## src/rtl/assert_macros.svh

```systemverilog
// Assertion helpers for the list engine.
`ifndef ASSERT_MACROS_SVH
`define ASSERT_MACROS_SVH

// Checked only outside reset.
`define DLL_ASSERT(lbl, prop, msg) \
  lbl: assert property (@(posedge clk) disable iff (!rst_n) prop) else $error(msg);

// Checked at every edge, reset included.
`define DLL_ASSERT_ALWAYS(lbl, prop, msg) \
  lbl: assert property (@(posedge clk) prop) else $error(msg);

`endif

```

## src/rtl/dll_pkg.sv

```systemverilog
// ----------------------------------------------------------------------------
// dll_pkg
// Shared constants, codes and control types of the linked list engine.
// ----------------------------------------------------------------------------
package dll_pkg;

  localparam int CAPACITY   = 64;
  localparam int DATA_WIDTH = 32;
  localparam int IDX_W      = $clog2(CAPACITY);
  localparam int CNT_W      = $clog2(CAPACITY + 1);
  localparam int POS_W      = 7;
  localparam int CMP_W      = ((CNT_W > POS_W) ? CNT_W : POS_W) + 1;

  typedef enum logic [2:0] {
    CMD_APPEND     = 3'd0,
    CMD_REMOVE     = 3'd1,
    CMD_INS_POS    = 3'd2,
    CMD_DEL_POS    = 3'd3,
    CMD_INS_AFTER  = 3'd4,
    CMD_INS_BEFORE = 3'd5,
    CMD_READ_FWD   = 3'd6,
    CMD_READ_REV   = 3'd7
  } cmd_t;

  typedef enum logic [2:0] {
    ST_OK       = 3'd0,
    ST_EMPTY    = 3'd1,
    ST_BADPOS   = 3'd2,
    ST_RANGE    = 3'd3,
    ST_NOTFOUND = 3'd4,
    ST_FULL     = 3'd5
  } status_t;

  // Operation broadcast to the row of cells.
  typedef enum logic [2:0] {
    OP_HOLD = 3'd0,
    OP_ROTL = 3'd1,
    OP_ROTR = 3'd2,
    OP_INS  = 3'd3,
    OP_DEL  = 3'd4
  } op_t;

  typedef struct packed {
    op_t                   op;
    logic [IDX_W-1:0]      k;
    logic [DATA_WIDTH-1:0] wdata;
  } ctl_t;

  typedef struct packed {
    logic             idle;
    logic [CNT_W-1:0] count;
  } sts_t;

endpackage

```

## src/rtl/dll_cell.sv

```systemverilog
// ----------------------------------------------------------------------------
// dll_cell
// One list slot: holds a word, takes a neighbor's word on shift or rotate, or the new word on insert.
// ----------------------------------------------------------------------------
module dll_cell
  import dll_pkg::*;
(
  input  logic                  clk,
  input  logic [IDX_W-1:0]      my_idx,
  input  ctl_t                  ctl,
  input  logic [DATA_WIDTH-1:0] left_data,
  input  logic [DATA_WIDTH-1:0] right_data,
  output logic [DATA_WIDTH-1:0] data_o
);

  logic [DATA_WIDTH-1:0] data_r, data_nxt;

  always_comb begin
    data_nxt = data_r;
    case (ctl.op)
      OP_HOLD: data_nxt = data_r;
      OP_ROTL: data_nxt = right_data;
      OP_ROTR: data_nxt = left_data;
      OP_INS: begin
        if (my_idx > ctl.k) data_nxt = left_data;
        else if (my_idx == ctl.k) data_nxt = ctl.wdata;
      end
      OP_DEL: begin
        if (my_idx >= ctl.k) data_nxt = right_data;
      end
      default: data_nxt = data_r;
    endcase
  end

  always_ff @(posedge clk) begin
    data_r <= data_nxt;
  end

  assign data_o = data_r;

endmodule

```

## config.mk

```make
export PLATFORM = sky130hd
export DESIGN_NAME = dll_cell
export DESIGN_NICKNAME = d
export VERILOG_FILES = /design/src/rtl/assert_macros.svh /design/src/rtl/dll_pkg.sv /design/src/rtl/dll_cell.sv
export SDC_FILE = /design/constraint.sdc
export NUM_CORES = 1
export LEC_CHECK = 0
export ABC_AREA = 1
export BUFFER_PORTS_ARGS = -buffer_cell sky130_fd_sc_hd__buf_2
export CAP_MARGIN = 15
export CELL_PAD_IN_SITES_DETAIL_PLACEMENT = 0
export CELL_PAD_IN_SITES_GLOBAL_PLACEMENT = 1
export CORE_ASPECT_RATIO = 2
export CORE_MARGIN = 4
export CORE_UTILIZATION = 29
export DETAILED_ROUTE_END_ITERATION = 6
export GPL_ROUTABILITY_DRIVEN = 0
export GPL_TIMING_DRIVEN = 0
export PLACE_DENSITY_LB_ADDON = 0.2
export SETUP_SLACK_MARGIN = 0.2
export SLEW_MARGIN = 20
export SYNTH_ARGS = -nofsm -noshare
export SYNTH_HDL_FRONTEND = slang
export SYNTH_SLANG_ARGS = --single-unit
```

## constraint.sdc

```tcl
create_clock -name clk -period 4.3 [get_ports clk]
set_input_delay 0.215 -clock clk [delete_from_list [all_inputs] [get_ports clk]]
set_output_delay 0.215 -clock clk [all_outputs]
set_load 0.05 [all_outputs]
```

Yosys cells after proc, flatten, opt, wreduce, memory -nomap -nowiden
Cells that the tools add are included.
{"block": "word_totals", "ff_bits": 32, "input_bits": 112, "output_inout_bits": 32, "word_cells": 16}
{"block": "classes", "magnitude_cmp": 2, "n_eq_ne": 7, "mux": 4, "n_reduce_logical": 2}
{"operator": "$pmux W32 S4", "count": 1}
{"operator": "$mux W32", "count": 3}
{"operator": "$eq A3 B2 Y1 const B", "count": 2}
{"operator": "$eq A6 B6 Y1", "count": 1}
{"operator": "$ge A6 B6 Y1", "count": 1}
{"operator": "$gt A6 B6 Y1", "count": 1}
{"operator": "$reduce_bool A4 Y1", "count": 1}
{"operator": "$eq A3 B1 Y1 const B", "count": 1}
{"operator": "$eq A3 B3 Y1 const B", "count": 1}
{"operator": "$ne A3 B3 Y1 const B", "count": 1}
{"operator": "$reduce_and A3 Y1", "count": 1}
{"operator": "$ne A2 B2 Y1 const B", "count": 1}

Longest topological paths before layout
Gate-level depths: netlist (run 1).
{"block": "depth", "ltp_word": 4, "mapped_depth": 12}

Least setup slack after synthesis (run 1)
No wires, ideal clock.
{"block": "synth_path", "kind": "input port to flip-flop", "start": "input port ctl[37] (netlist bit)", "end": "register data_r[0] (netlist: data_o[0]), enable pin", "setup_ns": 0.432, "t_arrival_ns": 2.711, "required_ns": 3.868, "slack_ns": 1.158, "cell_stages": 9, "path_buffers": 1, "cell_sequence": "inv_1 > ha_1 > nand2_1 > nor2_2 > nand2_1 > nand3_2 > buf_2 > nor2_1 > a21oi_1"}
{"block": "synth_via", "elab_chain_len": 3}
{"item": "from (decl)", "line_no": "dll_cell.sv:10", "source": "input ctl_t ctl,"}
{"item": "$gt A6 B6 Y1, or another cell as far along", "line_no": "dll_cell.sv:25", "source": "if (my_idx > ctl.k) data_nxt = left_data;"}
{"item": "$ne A3 B3 Y1 (no source line) / $ne A2 B2 Y1 (equally long branches)"}
{"item": "$reduce_and A3 Y1 (no source line) (*)"}
{"item": "to (signal assigned)", "line_no": "dll_cell.sv:36", "source": "data_r <= data_nxt;"}
{"item": "to (decl)", "line_no": "dll_cell.sv:16", "source": "logic [DATA_WIDTH-1:0] data_r, data_nxt;"}
Every way passes the cells marked *; elsewhere a longest branch is shown, timed or not.
A chain may end at the register's enable or synchronous reset.

Worst setup path after layout (run 1)
{"block": "layout_path", "start": "input port my_idx[5]", "end": "register data_r[24] (netlist: data_o[24]), enable pin"}
{"block": "layout_via", "elab_chain_len": 3}
{"item": "from (decl)", "line_no": "dll_cell.sv:9", "source": "input logic [IDX_W-1:0] my_idx,"}
{"item": "$gt A6 B6 Y1, or another cell as far along", "line_no": "dll_cell.sv:25"}
{"item": "$ne A3 B3 Y1 (no source line) / $ne A2 B2 Y1 (equally long branches)"}
{"item": "$reduce_and A3 Y1 (no source line) (*)"}
Marks and branches as above.

==> results of run 1 <==
critical path: stages:
cell and delay, ps:
buf_2 100, ha_1 280, nand2_1 80, nor2_2 130, nand2_1 80, nand3_2 140
buf_2 270, nor2_1 100, a21oi_4 530, buf_16 240
synth_stat cells, drive strengths merged:
library cell / instances / share of area
inv: 78 / 0.12
nand2: 77 / 0.12
nand3: 67 / 0.15
nor2: 35 / 0.056
a21oi: 34 / 0.072
edfxtp: 32 / 0.40
buf: 9 / 0.027
clkbuf: 9 / 0.014
ha: 6 / 0.032
o21bai: 1 / 0.0032
power breakdown:
| part | total (mW) | internal, mW | switching [mW] |
|---|---|---|---|
| Sequential | 0.410 | 0.398 | 0.0113 |
| Clock | 0.338 | 0.210 | 0.128 |
| Combinational | 0.419 | 0.123 | 0.295 |
area by class of cell:
| cell class | count | area (um^2) | area share |
|---|---|---|---|
| plain buffers | 18 | 97.6 | 0.0288 |
| flip-flops and latches | 32 | 961 | 0.284 |
| clock inverters | 1 | 5.00 | 0.00148 |
| multi-input cells | 220 | 1030 | 0.306 |
| inverters | 78 | 293 | 0.0865 |
| repair buffers | 144 | 743 | 0.220 |
| well taps | 96 | 120 | 0.0355 |
| clock buffers | 6 | 129 | 0.0381 |
metal layers:
layer | routed length [um] | global-route usage
met1 | 2890 | 0.162
met2 | 4650 | 0.323
met3 | 445 | 0.0289
met4 | 172 | 0.0617
met5 | 0 | 0
cells by family after synthesis:
family,count (synthesis),synth area share
DFF,32,0.405
and+or+nand+nor,179,0.325
AOI/OAI and AO/OA,35,0.0748
buffers and inverters,96,0.164
adders and majority gates,6,0.0316
through the flow:
| stage | hold WS [ps] | setup slack (ps) |
|---|---|---|
| after floorplan | 409 | 1160 |
| after global placement | 495 | -159 |
| after detailed placement | 499 | 1770 |
| after CTS | 209 | 2070 |
| after global routing | 221 | 1970 |
| final | 213 | 2110 |
worst paths after layout:
kind,start,to,slack [ps],cells after the start
max,my_idx[5],data_o[24],2110,10
min,right_data[6],data_o[6],210,3
==> flow_summary.yaml, run 1 <==
status:
  status: "finished, final reports clean"
power:
  peakVddDrop_mv: 0.172
  p_leak_nw: 1.93
  p_total_mw: 1.17
  p_per_area_mw_per_mm2: 345
routing:
  num_vias: 2677
  routedWlPerCell_um: 13.7
  drcViolationCount: 0
  dr.pass1.iters: 4
  vias_per_cell: 4.50
  ant_nets: 0
  wl_um: 8160
  drt_iter0_markers: 100
sta:
  finalSetupViolCount: 0
  slew_viol_final: 0
  setup-tns-final_ps: 0
  fmax_mhz: 456
  min_period_ps: 2190
  relSlewSlack: 0.552
  fin_crit_sh: 0.510
  worstMarginPinSlew_ps: 670
  rsz0062_at_grt: "no"
  hold_viol: 0
finish:
  utilization: 0.426
  final_cell_area_mm2: 0.00338
  nFillCells: 881
  fin_nets: 617
  syn_to_final_growth_pct: 42.5
  drive_gt1_frac: 0.329
  layout_common_cells: "buf_2 (149), inv_1 (78), nand2_1 (76)"
  largest_register_ffs: 32
  diodes: 0
  finalNonFillerCells: 595
  final_common_cell: "buf_2"
logic_synthesis:
  synth_seq_area_share: 0.405
  ys_seq_elements: 32
  syn_nets: 466
  synth.distinct_cells: 14
  syn_area_per_cell_um2: 6.82
  netlist_area_mm2: 0.00237
  ys_warn_count: 0
  synthCells: 348
clocking:
  cts_buffers: 5
  htreeDepth: 2
  postCtsSetupBuffers: 0
  cts_tree: "yes"
  root_buffer: "clkbuf_16"
  cts_hold_buffers: 0
  cts.repair.resized: 0
  cts_buffer_depth: 2
  cts.sinks: 32
  clk_pin_slew_ps: 50
setup_path:
  crit_type: "in -> reg"
  crit_required_ps: 4280
  cp_max_fo: 18
  crit_path_end_kind: "register"
  start_kind: "input pin"
  cp.arrival_ps: 2180
die:
  core_mm2: 0.00794
  fp.dieW_um: 72.0
  start_util: 0.299
  ios: 144
  die-area_mm2: 0.00979
  fp-row-count: 46
  die_height_um: 136
hold_path:
  hold_class: "in -> reg"
grt:
  grt.overflow.total: 0
  grt_max_degree: 19
  grt_first_pass_wirelength_um: 12400
  grt_usage: 0.164
  grt_antenna_before_repair: 0
  grt_pass1_vias: 2714
placement:
  io_buffers: 143
  dpl_cell_area_mm2: 0.00325
  dpl.hpwl_um: 6350
  dp_cells: 588
job:
  cap_violations: 0
Note: power is estimated with default switching activity, not from simulation.
==> inputs of run 2 (changes only) <==
clock period = 2.3 ns   (was 4.3 ns; I/O delays follow)
==> flow_summary.yaml, run 2 (synthesis results as in run 1) <==
hold_path:
  hold_path_depth: 3
  min_from: "right_data[11]"
  hold_class: "in -> reg"
  min_to: "data_o[11]"
clocking:
  root_buffer: "clkbuf_16"
  cts_buffer_depth: 2
  cts.repair.resized: 0
  cts_hold_buffers: 0
  postCtsSetupBuffers: 1
  cts_tree: "yes"
  cts_buffers: 5
  htreeDepth: 2
  clk_pin_slew_ps: 50
  cts.sinks: 32
die:
  core_mm2: 0.00794
  ios: 144
  fp.dieW_um: 72.0
  die_height_um: 136
  fp-row-count: 46
  die-area_mm2: 0.00979
  start_util: 0.299
routing:
  routedWlPerCell_um: 13.7
  routed.top_layer: "met4"
  met1_length_um: 2880
  num_vias: 2717
  dr_wl_met2_um: 4670
  drcViolationCount: 0
  drt_iter0_markers: 126
  ant_nets: 0
  wl_met3_um: 503
  wl_um: 8180
  dr.pass1.iters: 4
  vias_per_cell: 4.56
sta:
  worstMarginPinSlew_ps: 540
  hold_viol: 0
  fin_crit_sh: 0.756
  finalSetupViolCount: 0
  slew_viol_final: 0
  setup-tns-final_ps: 0
  fmax_mhz: 575
  rsz0062_at_grt: "no"
  relSlewSlack: 0.640
  fin_ws_ps: 561
  min_period_ps: 1740
grt:
  grt_pass1_vias: 2721
  grt_antenna_before_repair: 0
  grt_usage: 0.168
  grt.overflow.total: 0
  grt_first_pass_wirelength_um: 12800
  grt_max_degree: 17
setup_path:
  cp_max_fo: 16
  crit_type: "in -> reg"
  crit_path_end_kind: "register"
  cp.arrival_ps: 1720
  start_kind: "input pin"
  crit_required_ps: 2280
power:
  peakVddDrop_mv: 0.299
  p_per_area_mw_per_mm2: 641
  p_leak_nw: 1.94
finish:
  utilization: 0.428
  final_common_cell: "buf_2"
  syn_to_final_growth_pct: 43.3
  drive_gt1_frac: 0.328
  fin_nets: 618
  diodes: 0
  nFillCells: 874
  largest_register_ffs: 32
  layout_common_cells: "buf_2 (149), inv_1 (78), nand2_1 (76)"
status:
  status: "finished, final reports clean"
placement:
  io_buffers: 143
  post-place-ws_ps: -163
  dpl.hpwl_um: 6350
job:
  cap_violations: 0
==> run 2: changes by cell type in the layout (fill, tap and decap cells not counted), sizes merged <==
cell,delta
buf,+1
clkbuf,-1
clkinv,+1
==> run 2: worst max path at each step <==
stage,from,to,cells after the start
global placement,ctl[37],data_o[30],10
CTS,ctl[37],data_o[16],11
floorplan,ctl[37],data_o[0],9
global route,ctl[35],data_o[16],11
finish,ctl[37],data_o[16],11
detailed placement,ctl[37],data_o[30],11
==> run 2: final cells by class <==
type                            count  area [um^2]  area share
Buffer                             18         97.6      0.0287
Clock buffer                        5          125      0.0368
Clock inverter                      2         7.51     0.00221
Inverter                           78          293      0.0861
Multi-Input combinational cell    220         1030       0.304
Sequential cell                    32          961       0.282
Tap cell                           96          120      0.0353
Timing Repair Buffer              145          763       0.224
==> run 2: critical path, stage by stage <==
cell,delay (ps)
buf_2,70
inv_1,30
ha_1,280
nand2_1,80
nor2_2,140
nand2_1,70
nand3_2,130
buf_2,260
nor2_1,100
a21oi_4,220
buf_12,190
==> run 2: power breakdown <==
part | internal (mW) | leakage (nW) | switching (mW)
Combinational | 0.238 | 1.57 | 0.557
Clock | 0.387 | 0.0648 | 0.235
Sequential | 0.744 | 0.305 | 0.0197
==> run 2: through the flow <==
stage,instance area [um^2],total power [mW],cells,hold WS (ps)
CTS,3400,2.22,596,109
global route,3400,2.30,596,119
floorplan,2390,1.31,348,309
global placement,3220,1.56,587,396
detailed placement,3250,1.57,588,399
finish,3400,2.18,596,116
==> run 2: layer usage <==
metal / vias to the layer above / GRT usage
li1: 1393 / -
met1: 1227 / 0.173
met2: 91 / 0.328
met3: 6 / 0.0326
met4: 0 / 0.0544
met5: - / 0
