### src/rtl/assert_macros.svh
// Assertion helpers for the list engine.
`ifndef ASSERT_MACROS_SVH
`define ASSERT_MACROS_SVH

// Checked only outside reset.
`define DLL_ASSERT(lbl, prop, msg) \
  lbl: assert property (@(posedge clk) disable iff (!rst_n) prop) else $error(msg);

// Checked at every edge, reset included.
`define DLL_ASSERT_ALWAYS(lbl, prop, msg) \
  lbl: assert property (@(posedge clk) prop) else $error(msg);

`endif

### src/rtl/dll_pkg.sv
// ----------------------------------------------------------------------------
// dll_pkg
// Shared constants, codes and control types of the linked list engine.
// ----------------------------------------------------------------------------
package dll_pkg;

  localparam int CAPACITY   = 64;
  localparam int DATA_WIDTH = 32;
  localparam int IDX_W      = $clog2(CAPACITY);
  localparam int CNT_W      = $clog2(CAPACITY + 1);
  localparam int POS_W      = 7;
  localparam int CMP_W      = ((CNT_W > POS_W) ? CNT_W : POS_W) + 1;

  typedef enum logic [2:0] {
    CMD_APPEND     = 3'd0,
    CMD_REMOVE     = 3'd1,
    CMD_INS_POS    = 3'd2,
    CMD_DEL_POS    = 3'd3,
    CMD_INS_AFTER  = 3'd4,
    CMD_INS_BEFORE = 3'd5,
    CMD_READ_FWD   = 3'd6,
    CMD_READ_REV   = 3'd7
  } cmd_t;

  typedef enum logic [2:0] {
    ST_OK       = 3'd0,
    ST_EMPTY    = 3'd1,
    ST_BADPOS   = 3'd2,
    ST_RANGE    = 3'd3,
    ST_NOTFOUND = 3'd4,
    ST_FULL     = 3'd5
  } status_t;

  // Operation broadcast to the row of cells.
  typedef enum logic [2:0] {
    OP_HOLD = 3'd0,
    OP_ROTL = 3'd1,
    OP_ROTR = 3'd2,
    OP_INS  = 3'd3,
    OP_DEL  = 3'd4
  } op_t;

  typedef struct packed {
    op_t                   op;
    logic [IDX_W-1:0]      k;
    logic [DATA_WIDTH-1:0] wdata;
  } ctl_t;

  typedef struct packed {
    logic             idle;
    logic [CNT_W-1:0] count;
  } sts_t;

endpackage

### src/rtl/dll_ctrl.sv
// ----------------------------------------------------------------------------
// dll_ctrl
// Command sequencer: decodes a transaction, drives the cell row, and holds
// the result register.
// ----------------------------------------------------------------------------
module dll_ctrl
  import dll_pkg::*;
(
  input  logic                  clk,
  input  logic                  rst_n,
  input  logic                  in_valid,
  output logic                  in_stall,
  input  logic [2:0]            in_command,
  input  logic signed [31:0]    in_value,
  input  logic [POS_W-1:0]      in_position,
  input  logic signed [31:0]    in_target_value,
  output logic                  out_valid,
  input  logic                  out_stall,
  output logic [2:0]            out_status,
  output logic signed [31:0]    out_read_data,
  output logic                  out_last,
  input  logic [DATA_WIDTH-1:0] head_data,
  input  logic [DATA_WIDTH-1:0] end_data,
  output ctl_t                  ctl,
  output sts_t                  sts
);

  typedef enum logic [3:0] {
    S_IDLE   = 4'b0001,
    S_EXEC   = 4'b0010,
    S_SCAN   = 4'b0100,
    S_FINISH = 4'b1000
  } state_t;

  state_t                state_r, state_nxt;
  cmd_t                  cmd_r;
  logic [DATA_WIDTH-1:0] val_r, tgt_r;
  logic [POS_W-1:0]      pos_r;
  logic [CNT_W-1:0]      count_r, count_nxt;
  logic [IDX_W-1:0]      step_r, step_nxt;
  logic [IDX_W-1:0]      match_r, match_nxt;
  logic                  found_r, found_nxt;
  logic                  ovalid_r;
  logic [2:0]            ostat_r;
  logic signed [31:0]    odata_r;
  logic                  olast_r;

  logic                  emit;
  status_t               emit_stat;
  logic signed [31:0]    emit_data;
  logic                  emit_last;
  logic                  ofree;
  logic [CMP_W-1:0]      pos_x, cnt_x, step_x, cap_x;
  logic                  in_list, rev_phase, is_read, is_rev, cap_end;

  assign ofree   = !ovalid_r || !out_stall;
  assign pos_x   = CMP_W'(pos_r);
  assign cnt_x   = CMP_W'(count_r);
  assign step_x  = CMP_W'(step_r);
  assign cap_x   = CMP_W'(CAPACITY);
  assign in_list = step_x < cnt_x;
  assign rev_phase = step_x >= (cap_x - cnt_x);
  assign is_read = (cmd_r == CMD_READ_FWD) || (cmd_r == CMD_READ_REV);
  assign is_rev  = (cmd_r == CMD_READ_REV);
  assign cap_end = step_r == IDX_W'(CAPACITY - 1);

  always_comb begin
    state_nxt = state_r;
    count_nxt = count_r;
    step_nxt  = step_r;
    match_nxt = match_r;
    found_nxt = found_r;
    ctl.op    = OP_HOLD;
    ctl.k     = '0;
    ctl.wdata = val_r;
    emit      = 1'b0;
    emit_stat = ST_OK;
    emit_data = '0;
    emit_last = 1'b1;
    case (state_r)
      S_IDLE: begin
        if (in_valid) state_nxt = S_EXEC;
      end
      S_EXEC: begin
        if (ofree) begin
          emit      = 1'b1;
          state_nxt = S_IDLE;
          step_nxt  = '0;
          found_nxt = 1'b0;
          case (cmd_r)
            CMD_APPEND: begin
              if (cnt_x == cap_x) emit_stat = ST_FULL;
              else begin
                ctl.op    = OP_INS;
                ctl.k     = IDX_W'(count_r);
                count_nxt = count_r + 1'b1;
              end
            end
            CMD_REMOVE: begin
              if (count_r == '0) emit_stat = ST_EMPTY;
              else count_nxt = count_r - 1'b1;
            end
            CMD_INS_POS: begin
              if (pos_r == '0) emit_stat = ST_BADPOS;
              else if (cnt_x == cap_x) emit_stat = ST_FULL;
              else if (pos_x > cnt_x + 1'b1) emit_stat = ST_RANGE;
              else begin
                ctl.op    = OP_INS;
                ctl.k     = IDX_W'(pos_x - 1'b1);
                count_nxt = count_r + 1'b1;
              end
            end
            CMD_DEL_POS: begin
              if (count_r == '0) emit_stat = ST_EMPTY;
              else if (pos_r == '0) emit_stat = ST_BADPOS;
              else if (pos_x > cnt_x) emit_stat = ST_RANGE;
              else begin
                ctl.op    = OP_DEL;
                ctl.k     = IDX_W'(pos_x - 1'b1);
                count_nxt = count_r - 1'b1;
              end
            end
            CMD_INS_AFTER, CMD_INS_BEFORE: begin
              if (count_r == '0) emit_stat = ST_NOTFOUND;
              else begin
                emit      = 1'b0;
                state_nxt = S_SCAN;
              end
            end
            default: begin
              if (count_r == '0) emit_stat = ST_EMPTY;
              else begin
                emit      = 1'b0;
                state_nxt = S_SCAN;
              end
            end
          endcase
        end
      end
      S_SCAN: begin
        // One full turn of the ring restores the original order.
        if (is_read) begin
          if (is_rev) begin
            if (!rev_phase || ofree) begin
              ctl.op    = OP_ROTR;
              emit      = rev_phase;
              emit_data = 32'(signed'(end_data));
              emit_last = cap_end;
              step_nxt  = step_r + 1'b1;
              if (cap_end) state_nxt = S_IDLE;
            end
          end else begin
            if (!in_list || ofree) begin
              ctl.op    = OP_ROTL;
              emit      = in_list;
              emit_data = 32'(signed'(head_data));
              emit_last = (step_x + 1'b1) == cnt_x;
              step_nxt  = step_r + 1'b1;
              if (cap_end) state_nxt = S_IDLE;
            end
          end
        end else begin
          ctl.op   = OP_ROTL;
          step_nxt = step_r + 1'b1;
          if (in_list && !found_r && head_data == tgt_r) begin
            found_nxt = 1'b1;
            match_nxt = step_r;
          end
          if (cap_end) state_nxt = S_FINISH;
        end
      end
      S_FINISH: begin
        if (ofree) begin
          emit      = 1'b1;
          state_nxt = S_IDLE;
          if (!found_r) emit_stat = ST_NOTFOUND;
          else if (cnt_x == cap_x) emit_stat = ST_FULL;
          else begin
            ctl.op    = OP_INS;
            ctl.k     = (cmd_r == CMD_INS_AFTER) ? match_r + 1'b1 : match_r;
            count_nxt = count_r + 1'b1;
          end
        end
      end
      default: state_nxt = S_IDLE;
    endcase
  end

  always_ff @(posedge clk) begin
    if (!rst_n) begin
      state_r  <= S_IDLE;
      count_r  <= '0;
      ovalid_r <= 1'b0;
      found_r  <= 1'b0;
      step_r   <= '0;
    end else begin
      state_r <= state_nxt;
      count_r <= count_nxt;
      found_r <= found_nxt;
      step_r  <= step_nxt;
      if (emit) ovalid_r <= 1'b1;
      else if (!out_stall) ovalid_r <= 1'b0;
    end
  end

  always_ff @(posedge clk) begin
    match_r <= match_nxt;
    if (state_r == S_IDLE && in_valid) begin
      cmd_r <= cmd_t'(in_command);
      val_r <= DATA_WIDTH'(in_value);
      tgt_r <= DATA_WIDTH'(in_target_value);
      pos_r <= in_position;
    end
    if (emit) begin
      ostat_r <= emit_stat;
      odata_r <= emit_data;
      olast_r <= emit_last;
    end
  end

  assign in_stall      = (state_r != S_IDLE);
  assign out_valid     = ovalid_r;
  assign out_status    = ostat_r;
  assign out_read_data = odata_r;
  assign out_last      = olast_r;
  assign sts.idle      = (state_r == S_IDLE);
  assign sts.count     = count_r;

endmodule

### config.mk
export PLATFORM = sky130hd
export DESIGN_NAME = dll_ctrl
export DESIGN_NICKNAME = d
export VERILOG_FILES = /design/src/rtl/assert_macros.svh /design/src/rtl/dll_pkg.sv /design/src/rtl/dll_ctrl.sv
export SDC_FILE = /design/constraint.sdc
export NUM_CORES = 1
export LEC_CHECK = 0
export BUFFER_PORTS_ARGS = -buffer_cell sky130_fd_sc_hd__clkbuf_2
export CAP_MARGIN = 20
export CORE_ASPECT_RATIO = 0.9
export CORE_MARGIN = 1
export CORE_UTILIZATION = 50
export CTS_BUF_LIST = sky130_fd_sc_hd__clkbuf_4
export DETAILED_ROUTE_END_ITERATION = 6
export GPL_TIMING_DRIVEN = 0
export PLACE_DENSITY = 0.79
export SYNTH_ARGS = -nofsm -noshare
export SYNTH_HDL_FRONTEND = slang
export SYNTH_SLANG_ARGS = --single-unit
### constraint.sdc
create_clock -name clk -period 12.58 [get_ports clk]
set_input_delay 3.774 -clock clk [delete_from_list [all_inputs] [get_ports clk]]
set_output_delay 3.774 -clock clk [all_outputs]
set_load 0.01 [all_outputs]
Word-level counts from Yosys, hierarchy flattened --
Index checks and enable logic that the tools add are counted.
Word-level totals: word-level logic and storage cells 170, register bits 135, output and inout bits 87
Cells by class: reductions and logical operators 25, bitwise gates (word level) 1, add/subtract/negate cells 8, magnitude comparators 4, muxes and demuxes 85, equality and inequality tests 34
Operators by type and width (number):
- 32-bit 2-to-1 mux | 3
- 7-bit 2-to-1 mux | 11
- 8-bit 2-to-1 mux | 7
- 4-bit 2-to-1 mux | 9
- 6-bit 2-to-1 mux | 6
- 9-bit 2-to-1 mux | 4
- 3-bit 2-to-1 mux | 11
- 32-bit == test | 1
- 7-bit one-hot mux with 4 select lines | 1
- 9-bit one-hot mux with 3 select lines | 1
- 3-bit != test, second input constant | 8
- 6-bit one-hot mux with 2 select lines | 2
- 1-bit 2-to-1 mux | 18
- 4-bit one-hot mux with 4 select lines | 1
- 7-bit zero test | 2
- 7-bit one-hot mux with 2 select lines | 1
- 6-bit by 1-bit adder with 6-bit output, second input constant | 2
- 3-bit == test, second input constant | 4
- 2-bit != test, second input constant | 6
- 3-bit one-hot mux with 4 select lines | 1
- 12-bit AND reduction | 1
- 2-bit 2-to-1 mux | 5
- 3-bit one-hot mux with 3 select lines | 1
- 7-bit by 1-bit adder with 8-bit output, second input constant | 1
- 37 further kinds | 50

Depth between registers and ports, before layout --
depth in word-level cells 9, gate-level depth with buffers 15

Worst setup path after synthesis --
OpenSTA, ideal clock, no wires.
path type input-to-output, start input out_stall, end output ctl[33] in the netlist's numbering, setup slack 3861 ps, cell stages on the path 6, required time 8806 ps, data arrival time 4945 ps, cells stage by stage nand2_1 buf_2 nand2_1 nor4_1 nand3_1 o221ai_1
RTL lines:
- from (decl) | line dll_ctrl.sv:18 | input logic out_stall,
- to (decl) | line dll_ctrl.sv:24 | output ctl_t ctl,

==> reports/qor.txt <==
status: finished, final reports clean
hold path start: step_r[0]
Fin. Hold Viols: 0
layout cell share with drive strength beyond 1: 34.54%
htree depth: 4
Layout Skew: 0.03475 ns
die area: 14310 sq um
Mapped Area: 6918 sq um
TritonCTS sink count: 135
r2r setup slk: 8.23 ns
Via density: 5.788
warnings from Yosys: 0
# Post-CTS Setup Buffers: 0
Slew headroom: 32.50%
Fmax: 106.1 MHz
total gr overflow: 0
Reg-to-Reg End: out_read_data[24]
r2r startpoint: count_r[1]
final non-filler cell total: 1023
detailed-route via count: 5921
TNS Setup: 0 ns
Initial DRC Count: 602
Final Wtd Congestion: 0.9321
PwrDens: 126.3 nW/um^2
antenna-violating nets left: 0
Slew Limit Fails: 0
Die X: 126.0 um
worst-path cell with the longest stage delay: nor4_1
register area share after synthesis: 55.85%
Worst IR Drop VDD: 148.4 uV
total chip power: 1094 uW
Clock Path Buffers: 2
CORE AREA: 13410 sq um
top cells by area, synth: edfxtp_1, ha_1, dfxtp_1, xor2_1, a22oi_1
largest net degree at the start of global routing: 74
Synth top area share: 50.35%
first-pass GRT wire length: 27.74 mm
FFs w/ async S/R, synth: 0%
final hold slack: 0.5112 ns
root buffer cell: clkbuf_4
clock-pin slew of the registers on the worst-case setup and hold paths: 0.12 ns
later-pin clock latency in the skew report: 0.59 ns
cell taking the most area after synthesis: edfxtp_1
EDFF count, synth: 116
top-count cell post-synth: edfxtp_1
Total GRT Usage: 25.70%
initial core utilization: 51.58%
maxcap violations: 0
HP Class: flop to flop
GR Util met2: 40.26%
Cell Rows: 40
Die Y: 113.6 um
dpl cells: 990
fin util: 64.58%
final worst-path cycle share: 74.89%
Worst Setup SP: out_stall
WHS Path Cells: 2
worst setup path class: input port to output pin
DR WL/cell: 17.86 um
Mapped Cells: 590
crit path DAT: 5.65 ns
DP HPWL: 13.77 mm
CP Launch Type: input port
overall routed net length: 18.27 mm
initial antenna violation count: 0
drt drc: 0
1st-pass router iterations: 6
endpoints failing setup: 0
CTS Hold Buffers Added: 0
synth cell count leaders: edfxtp_1, nor2_1, xor2_1
Leak: 0.003588 uW
slew at the pin closest to its max-slew limit: 0.9994 ns
Avg Cell Area, Syn: 11.73 sq um
area delta synth->final: 25.21%
crit-path cells: clkbuf_2 -> nand2_1 -> buf_2 -> nand2_1 -> nor4_1 -> nand3_1 -> o221ai_1 -> clkbuf_2
cts bufs inserted: 17
Bufs and invs on worst path: 3
CTS tree: done
max incr delay on CP: 0.82 ns
kind of end point of the critical path: output pin
Worst Hold Path EP: step_r[0]
fin nets: 1014
GRT Max-Usage Layer: met2
met3 usage: 7.458%
vias in the first global route: 5577
met1 Track Usage GR: 34.10%
worst reg2reg path depth: 15
CP required: 8.81 ns
CP top delay family: simple AND/OR/NAND/NOR gates
number of I/O port buffers: 228
cts repair resizes: 0
Final min period: 9.421 ns
IO Count: 229
Syn Nets: 763
Crit Path Max Fanout: 10
Synth cell types: 64
unrepaired setup endpoints after global routing: false
top_reg_cell synth: edfxtp_1
FF+latch count, synth: 135
-- worst reg2reg max path, stage by stage (launching register included) --
cell and delay, ns:
dfxtp_1 0.35, clkbuf_1 0.25, inv_1 0.23, ha_1 0.20
or3b_4 0.42, xnor2_1 0.16, ha_1 0.32, nand3_1 0.07
o21ai_0 0.38, nand2_2 0.15, a211oi_1 0.43, a211oi_1 0.11
nor3_2 0.41, buf_6 0.24, buf_6 0.19, buf_6 0.17
-- stage by stage --
stage | instance area, sq um | worst slack (ns)
floorplan | 6918 | 3.861
global placement | 8269 | 3.288
detailed placement | 8338 | 3.213
CTS | 8660 | 3.200
global route | 8660 | 2.902
finish | 8662 | 3.159
-- where the power goes --
part           internal [uW]  switching (uW)
registers                536            19.4
logic                   83.1             132
clock network            143             182
-- logic make-up after synthesis --
family / synth area share, %
simple gates: 14.45
flops: 55.85
compound gates: 12.95
xor+xnor: 7.596
buf+inv: 2.966
fa+ha+maj: 5.607
mux: 0.5788
-- worst max-delay path by stage --
stage	endpoint	cells past startpoint
final	ctl[33]	8
after global routing	ctl[36]	8
after CTS	ctl[33]	8
after detailed placement	ctl[33]	8
after global placement	ctl[33]	8
after floorplan	ctl[33]	6
-- per-layer routing --
| metal | up-vias | part of all wire [%] |
|---|---|---|
| met5 | - | 0 |
| met4 | 0 | 2.5 |
| met3 | 49 | 11 |
| met2 | 366 | 46 |
| met1 | 2753 | 41 |
| li1 | 2753 | - |
-- state kept, by name, indices dropped and copies added (netlist names) --
name	flops
out_read_data	32
tgt_r	32
val_r	32
count_r	7
pos_r	7
match_r	6
step_r	6
state_r	4
cmd_r	3
out_status	3
found_r	1
out_last	1
out_valid	1
-- cell usage in the layout (no fill, tap or decap), types with 18 or more instances in the layout --
master / Yosys / layout
dfxtp_1: 19 / 19
nor2_1: 61 / 61
nand2_1: 32 / 32
a22oi_1: 33 / 33
o21ai_0: 18 / 18
xor2_1: 43 / 43
nand3_1: 22 / 22
clkbuf_2: 0 / 228
a21oi_1: 25 / 25
edfxtp_1: 116 / 116
ha_1: 31 / 31
-- area by class of cell --
cell class	count	area [sq um]
fill	1081	4751
timing repair buffer	232	1202
clock inverter	15	193.9
antenna	1	2.502
tap	168	210.2
inverter	18	67.56
sequential	135	3864
clock buffer	17	127.6
buffer	29	137.6
multi-input combinational	408	2856
Power figures use the tool's default switching activity.
